$ cat config.mk
export PLATFORM = sky130hd
export DESIGN_NAME = pps_ctrl
export DESIGN_NICKNAME = d
export VERILOG_FILES = /design/src/design/pps_pkg.sv /design/src/design/pps_ctrl.sv
export SDC_FILE = /design/constraint.sdc
export NUM_CORES = 1
export LEC_CHECK = 0
export ABC_AREA = 1
export BUFFER_PORTS_ARGS = -buffer_cell sky130_fd_sc_hd__buf_2
export CORE_ASPECT_RATIO = 0.9
export CORE_MARGIN = 3
export CORE_UTILIZATION = 55
export DETAILED_ROUTE_END_ITERATION = 10
export PLACE_DENSITY = 0.89
export SLEW_MARGIN = 10
export SYNTH_ARGS = -nofsm -noshare
export SYNTH_HDL_FRONTEND = slang
export SYNTH_SLANG_ARGS = --single-unit
$ cat constraint.sdc
create_clock -name clk -period 2.85 [get_ports clk]
set_clock_uncertainty 0.1 [all_clocks]
set_input_delay 0.285 -clock clk [delete_from_list [all_inputs] [get_ports clk]]
set_output_delay 0.285 -clock clk [all_outputs]
set_load 0.01 [all_outputs]
$ cat src/design/pps_pkg.sv
// Shared types and constants of the polygon plane split block.
package pps_pkg;

  localparam int COORD_W  = 32;   // Q16.16 coordinate
  localparam int NORM_W   = 18;   // Q2.16 normal component
  localparam int PROD_W   = 50;   // one normal * coordinate product
  localparam int DOT_W    = 51;   // sum of three products, signed
  localparam int MAG_W    = 50;   // magnitude of a dot product
  localparam int HALF_W   = 25;   // half of a magnitude, per partial product
  localparam int PPROD_W  = 57;   // HALF_W x COORD_W partial product
  localparam int NUM_W    = 84;   // weighted sum numerator
  localparam int VERT_W   = 96;   // x, y, z packed
  localparam int USER_W   = 4;

  localparam logic [1:0] REG_NORMAL_X = 2'd0;
  localparam logic [1:0] REG_NORMAL_Y = 2'd1;
  localparam logic [1:0] REG_NORMAL_Z = 2'd2;

  localparam logic [NORM_W-1:0]  NORMAL_Z_RESET = 18'd65536;
  localparam logic [COORD_W-1:0] SIGN_FLIP      = 32'h8000_0000;

  typedef enum logic [3:0] {
    S_LOAD, S_START, S_DOT, S_CLASS, S_EVAL, S_XRUN, S_XWAIT,
    S_XADD, S_ADDL, S_ADDC, S_EMIT
  } ctrl_state_t;

  typedef enum logic [1:0] {X_IDLE, X_MUL, X_DIV, X_RND} cross_state_t;

  typedef struct packed {
    logic       store_wr;
    logic       dot_en;
    logic [1:0] dot_ph;
    logic       walk_init;
    logic       x_start;
    logic       x_save;
    logic       add_cross;
    logic       add_last;
    logic       add_cur;
    logic       advance;
    logic       split_done;
  } pps_cmd_t;

  typedef struct packed {
    logic few;
    logic change;
    logic wb_zero;
    logic x_done;
    logic e_last;
  } pps_status_t;

  // Magnitude of a dot product; always fits MAG_W bits.
  function automatic logic [MAG_W-1:0] dot_mag(input logic signed [DOT_W-1:0] d);
    logic signed [DOT_W-1:0] a;
    a = d[DOT_W-1] ? -d : d;
    return a[MAG_W-1:0];
  endfunction

endpackage

$ cat src/design/pps_ctrl.sv
// Controller: sequences load, dot pass, walk, crossings and emit.
module pps_ctrl #(
  parameter int VERT_CAP = 7,
  parameter int IW = $clog2(VERT_CAP),
  parameter int CW = $clog2(VERT_CAP + 2)
) (
  input  logic                 clk,
  input  logic                 rst,
  input  logic                 in_valid,
  input  logic                 in_last,
  output logic                 in_ready,
  output logic                 out_valid,
  input  logic                 out_ready,
  input  logic [CW-1:0]        vcount,
  input  pps_pkg::pps_status_t st,
  output pps_pkg::pps_cmd_t    cmd,
  output logic [CW-1:0]        vi,
  output logic [1:0]           xc,
  output logic                 esd,
  output logic [IW-1:0]        ej
);
  import pps_pkg::*;

  ctrl_state_t   state, state_next;
  logic [CW-1:0] vi_next;
  logic [1:0]    ph, ph_next, xc_next;
  logic          esd_next;
  logic [IW-1:0] ej_next;

  always_ff @(posedge clk) begin
    if (rst) begin
      state <= S_LOAD;
      vi    <= '0;
      ph    <= '0;
      xc    <= '0;
      esd   <= 1'b0;
      ej    <= '0;
    end else begin
      state <= state_next;
      vi    <= vi_next;
      ph    <= ph_next;
      xc    <= xc_next;
      esd   <= esd_next;
      ej    <= ej_next;
    end
  end

  always_comb begin
    state_next = state;
    vi_next    = vi;
    ph_next    = ph;
    xc_next    = xc;
    esd_next   = esd;
    ej_next    = ej;
    cmd        = '0;
    in_ready   = 1'b0;
    out_valid  = 1'b0;
    case (state)
      // Take vertices until the closing one
      S_LOAD: begin
        in_ready = 1'b1;
        if (in_valid) begin
          cmd.store_wr = 1'b1;
          if (in_last) state_next = S_START;
        end
      end
      S_START: begin
        vi_next = '0;
        ph_next = '0;
        if (st.few) begin
          esd_next   = 1'b0;
          ej_next    = '0;
          state_next = S_EMIT;
        end else begin
          state_next = S_DOT;
        end
      end
      // Multiply x, y and z in turn, then store the dot product
      S_DOT: begin
        cmd.dot_en = 1'b1;
        cmd.dot_ph = ph;
        ph_next    = ph + 2'd1;
        if (ph == 2'd3) begin
          if (CW'(vi + CW'(1)) == vcount) begin
            vi_next    = '0;
            state_next = S_CLASS;
          end else begin
            vi_next = vi + CW'(1);
          end
        end
      end
      S_CLASS: begin
        cmd.walk_init = 1'b1;
        state_next    = S_EVAL;
      end
      // Decide what a side change inserts
      S_EVAL: begin
        if (st.change && !st.wb_zero) begin
          xc_next    = 2'd0;
          state_next = S_XRUN;
        end else if (st.change) begin
          state_next = S_ADDL;
        end else begin
          state_next = S_ADDC;
        end
      end
      S_XRUN: begin
        cmd.x_start = 1'b1;
        state_next  = S_XWAIT;
      end
      S_XWAIT: begin
        if (st.x_done) begin
          cmd.x_save = 1'b1;
          if (xc == 2'd2) begin
            state_next = S_XADD;
          end else begin
            xc_next    = xc + 2'd1;
            state_next = S_XRUN;
          end
        end
      end
      S_XADD: begin
        cmd.add_cross = 1'b1;
        state_next    = S_ADDC;
      end
      S_ADDL: begin
        cmd.add_last = 1'b1;
        state_next   = S_ADDC;
      end
      // Add the current vertex and advance; the closing step only checks the edge
      S_ADDC: begin
        cmd.advance = 1'b1;
        if (vi == vcount) begin
          esd_next   = 1'b0;
          ej_next    = '0;
          state_next = S_EMIT;
        end else begin
          cmd.add_cur = 1'b1;
          vi_next     = vi + CW'(1);
          state_next  = S_EVAL;
        end
      end
      // One result per transfer, negative piece first
      S_EMIT: begin
        out_valid = 1'b1;
        if (out_ready) begin
          if (st.e_last) begin
            if (esd) begin
              cmd.split_done = 1'b1;
              state_next     = S_LOAD;
            end else begin
              esd_next = 1'b1;
              ej_next  = '0;
            end
          end else begin
            ej_next = ej + IW'(1);
          end
        end
      end
      default: state_next = S_LOAD;
    endcase
  end

`ifndef SYNTHESIS
  a_no_overlap: assert property (@(posedge clk) disable iff (rst)
    !(in_ready && out_valid))
    else $error("input and output open together");
  a_done_to_load: assert property (@(posedge clk) disable iff (rst)
    cmd.split_done |=> (state == S_LOAD))
    else $error("split end did not return to load");
  a_xdone_waited: assert property (@(posedge clk) disable iff (rst)
    st.x_done |-> (state == S_XWAIT))
    else $error("crossing result outside wait");
`endif

endmodule

## Yosys cells after proc, flatten, opt, wreduce, memory -nomap -nowiden

Cells that the tools add are included.

- Flip-flop bits (word level): 16
- Bits in latches: 0
- RAM bits: 0
- Memory bits (read-only): 0
- Input port bits: 14
- Output and inout bits: 24
- Logic and storage cells: 102
- Memories kept: 0

- $add $sub $neg: 4
- Multiply operators: 0
- Div/mod/pow operators: 0
- Order comparisons: 0
- Eq/ne operators: 28
- Shift operators: 0
- Multiplexer cells: 51
- Bitwise operators: 0
- Reduce and logical (&&, ||, !) cells: 13

Operators by type and width:

| kind | count |
|---|---|
| 4-bit two-way mux | 14 |
| 4-bit case mux with 10 select lines | 1 |
| 2-bit inequality test, second input constant | 13 |
| 1-bit two-way mux | 20 |
| 3-bit two-way mux | 6 |
| 4-bit by 3-bit equality test with 1-bit output, second input constant | 4 |
| 4-bit equality test, second input constant | 3 |
| 4-bit case mux with 3 select lines | 1 |
| 2-bit two-way mux | 5 |
| 5-bit AND reduction | 2 |
| 3-bit case mux with 3 select lines | 1 |
| 4-bit by 2-bit equality test with 1-bit output, second input constant | 2 |
| 4-bit equality test | 2 |
| 2-bit case mux with 2 select lines | 2 |
| 8-bit AND reduction | 1 |
| 3-bit nonzero test | 2 |
| 2-bit by 1-bit adder with 2-bit output, second input constant | 2 |
| 4-bit by 1-bit adder with 4-bit output, second input constant | 1 |
| 2-bit equality test, second input constant | 2 |
| 4-bit by 1-bit equality test with 1-bit output, second input constant | 1 |
| 4-bit zero test | 1 |
| 4-bit AND reduction | 1 |
| 2-bit nonzero test | 2 |
| 3-bit by 1-bit adder with 3-bit output, second input constant | 1 |
| other kinds (6) | 6 |

## Logic depth before layout (Yosys ltp)

- Word-level depth: 5
- Depth in mapped cells: 11

## Worst setup path before layout

No wires, ideal clock.

- Path kind: register to register
- From: register vi[0]
- To: register state[1]
- Data arrival time: 1303 ps
- Required time: 2636 ps
- Path slack: 1334 ps
- Stages on the path, launching flop included: 10
- Clock period less this slack: 1516 ps
- Cell sequence: dfxtp_1 > ha_1 > nand2_1 > nand2_1 > nor2_1 > nand3_1 > nand2_1 > nand2_1 > o21bai_1 > inv_1

- Cells in the longest elaborated chain, start to end: 4
- Elaborated cells between the ends (all ways): 7
- Those cells by class: add/sub: 1; eq/ne: 3; mux: 2; reduce/logical: 1

RTL lines:

| element | line | source |
|---|---|---|
| start: declaration | pps_ctrl.sv:17 | `output logic [CW-1:0] vi,` |
| start signal: assignment | pps_ctrl.sv:40 | `vi <= vi_next;` |
| 4-bit by 1-bit adder with 4-bit output | pps_ctrl.sv:84 | `if (CW'(vi + CW'(1)) == vcount) begin` |
| 4-bit equality test | pps_ctrl.sv:84 |  |
| 2-bit inequality test (no source line) | n/a |  |
| 8-bit AND reduction (no source line) | n/a |  |
| end signal: assignment | pps_ctrl.sv:39 | `state <= state_next;` |
| end: declaration | pps_ctrl.sv:24 | `ctrl_state_t state, state_next;` |

Parallel ways exist; a longest one is shown, timed or not.
A chain may end at the register's enable or synchronous reset.

==> impl_metrics.json <==
{
  "syn2layout_area_growth_pct": 18.63,
  "cts.sinks": 16,
  "dr_total_vias": 1458,
  "crit_arrival_ns": 1.60,
  "rrSetupSlack_ns": 1.18,
  "end_kind": "output pin",
  "min_to": "ej[1]",
  "clock_path_buffers": 2,
  "layout_min_cycle_time_ns": 1.983,
  "hp-start": "rst",
  "viasPerCell": 5.189,
  "die_w_um": 56.50,
  "portBuffers": 37,
  "postCtsSetupBuffers": 0,
  "slowest_delay_ns": 0.44,
  "drive_gt1_share_pct": 23.83,
  "antenna_found_initial": 0,
  "fp.dieH_um": 51.45,
  "cp_cell_sequence": "inv_2 -> nand2_1 -> nand2_1 -> nor2_1 -> nand2_1 -> nand2_2 -> inv_1 -> buf_2",
  "place_hpwl_mm": 2.505,
  "rsz0062_at_grt": "false",
  "tightest_slew_ns": 0.3841,
  "clkTransAtPathRegs_ns": 0.09,
  "worst-path-buf-inv": 3,
  "firstDrtPassIters": 6,
  "grt_first_pass_wirelength_mm": 5.457,
  "synth.top_cells.by_area": "dfxtp_1 (25%), nand2_1 (19%), nor2_1 (11%), inv_1 (8.6%), a21oi_1 (4.0%)",
  "wl_per_cell_um": 11.23,
  "powerDensity_nw_per_um2": 853.1,
  "drc_errors": 0,
  "grt_max_degree": 9,
  "slew_headroom_pct": 74.22,
  "die_area_um2": 2907,
  "overflow": 0,
  "fmax_mhz": 504.4,
  "rows": 15,
  "synth_area_um2": 1262,
  "synth_ff_type": "dfxtp_1",
  "cts_made_buffers": 3,
  "ys_seq_area_share_pct": 25.37,
  "cts-root-buf": "clkbuf_4",
  "slew_violations": 0,
  "ir_drop_v": 0.0006199,
  "core_area_um2": 2046,
  "syn-num-nets": 235,
  "post-place-ws_ns": 1.192,
  "fin_crit_sh_pct": 69.57,
  "hold_class": "in2reg",
  "crit_top_cell": "nand2_1",
  "nNetsFinal": 276,
  "diodes": 0,
  "min_path_cells": 2,
  "syn_avg_cell_area_um2": 5.818,
  "crit_required_ns": 2.47,
  "synth_seq_cells": 16,
  "place.gp.congestion": 0.8818,
  "hold_ws_ns": 0.1803,
  "finalHoldViolCount": 0,
  "synthCells": 217,
  "ctsHoldBuffers": 0,
  "io_pins": 38,
  "cts_tree": "built",
  "fillCellCount": 195,
  "ctsResizeCount": 0,
  "rr_startpoint": "vi[0]",
  "outcome": "complete, no violations",
  "startpoint_type": "flip-flop",
  "yosysUniqueCellTypes": 27,
  "finalSetupViolCount": 0,
  "ant_nets": 0,
  "first_global_vias": 1255,
  "routed_wl_mm": 3.156,
  "initial_utilization_pct": 61.71,
  "p_leak_nw": 0.8263,
  "setup_tns_ns": 0,
  "synth-async-reset-ratio_pct": 0,
  "rr_worst_depth": 9,
  "drt_first_iter_violations": 96,
  "worstSetupPathType": "reg2out",
  "synth_area_leader_cell": "dfxtp_1",
  "timing.rr.end": "state[0]",
  "yosys_warnings": 0,
  "track_usage_pct": 23.73,
  "critPathTopFamily": "simple AND/OR/NAND/NOR gates",
  "cts.htree.levels": 1,
  "cap_violations": 0,
  "layout_setup_ws_ns": 0.8674,
  "slowest_stage": "dfxtp_1",
  "synth_top_area_share_pct": 25.37,
  "clkLatencyLatePin_ns": 0.29,
  "worstPathMaxFanout": 8,
  "synth-edff-count": 0
}
==> cell families after synthesis <==
| kind of cell | Yosys count | synth area share, % |
|---|---|---|
| and+or+nand+nor | 138 | 49.65 |
| buffers and inverters | 36 | 10.70 |
| AOI/OAI and AO/OA | 22 | 9.615 |
| DFF | 16 | 25.37 |
| adders and majority gates | 4 | 3.964 |
| xor gates and xnor gates | 1 | 0.6939 |
==> synthesized netlist by cell type, types with 2 or more instances <==
cell type / n
nor2_2: 2
ha_1: 4
nand2_2: 6
o21ai_0: 5
nor2_4: 3
nor2_1: 37
o21ai_1: 2
dfxtp_1: 16
a21oi_1: 10
nor3_1: 3
inv_1: 29
inv_2: 6
nand3_1: 9
nand3b_1: 2
nand4_1: 7
nand2_1: 65
==> placed cells by master (no fill, tap or decap), drive strengths merged <==
cell type  netlist  layout
a31oi            1       1
o22ai            1       1
o211ai           1       1
nand3           10      10
a21oi           10      10
ha               4       4
nor3             3       3
o21bai           1       1
buf              1      37
or2              1       1
o21ai            8       8
dfxtp           16      16
xor2             1       1
clkbuf           0       3
nor2            42      42
nand3b           2       2
nand2           72      72
and3             1       1
inv             35      35
nand4            7       7
==> through the flow <==
step | instance area [um^2] | utilization, % | instances | power (mW)
floorplan | 1262 | - | 217 | 0.9411
global placement | 1475 | 72.11 | 278 | 1.134
detailed placement | 1475 | 72.11 | 278 | 1.141
CTS | 1498 | 73.21 | 281 | 1.272
global route | 1498 | 73.21 | 281 | 1.410
finish | 1498 | 73.21 | 281 | 1.278
==> flip-flops by register name, summed over array words and instances (netlist names) <==
signal and flops:
state 4, esd 1, xc 2, ph 2, vi 4, ej 3
==> how the worst max path moves through the flow <==
| stage | start | end | slack (ns) | cells after the start |
|---|---|---|---|---|
| after floorplan | vi[0] | state[1] | 1.33 | 9 |
| after global placement | vi[2] | cmd[2] | 1.20 | 8 |
| after detailed placement | vi[2] | cmd[2] | 1.19 | 8 |
| after CTS | vi[2] | cmd[2] | 0.85 | 8 |
| after global routing | vi[2] | cmd[2] | 0.67 | 8 |
| final | vi[2] | cmd[2] | 0.87 | 8 |
==> area by class of cell <==
class | instances | area [um^2] | share of cell area [%]
multi-input combinational | 165 | 807.0 | 53.88
timing repair buffer | 37 | 185.2 | 12.36
sequential | 16 | 320.3 | 21.39
inverter | 35 | 131.4 | 8.772
tap | 25 | 31.28 | 2.089
clock buffer | 3 | 22.52 | 1.504
==> per-layer routing <==
| metal | track usage [%] | vias to the layer above | share of wire (%) |
|---|---|---|---|
| met3 | 6.061 | 6 | 9.5 |
| met1 | 32.12 | 623 | 47 |
| met2 | 37.88 | 74 | 43 |
| met4 | 5.138 | 0 | 0.89 |
| met5 | 0 | - | 0 |
| li1 | - | 755 | - |
==> power by group <==
| part | switching, mW | leakage (nW) | internal, mW | total [mW] |
|---|---|---|---|---|
| registers | 0.0770 | 0.130 | 0.279 | 0.356 |
| logic | 0.525 | 0.682 | 0.275 | 0.800 |
| clock network | 0.0724 | 0.0138 | 0.0492 | 0.122 |
| total | 0.674 | 0.826 | 0.603 | 1.28 |
Note: power is estimated with default switching activity, not from simulation.
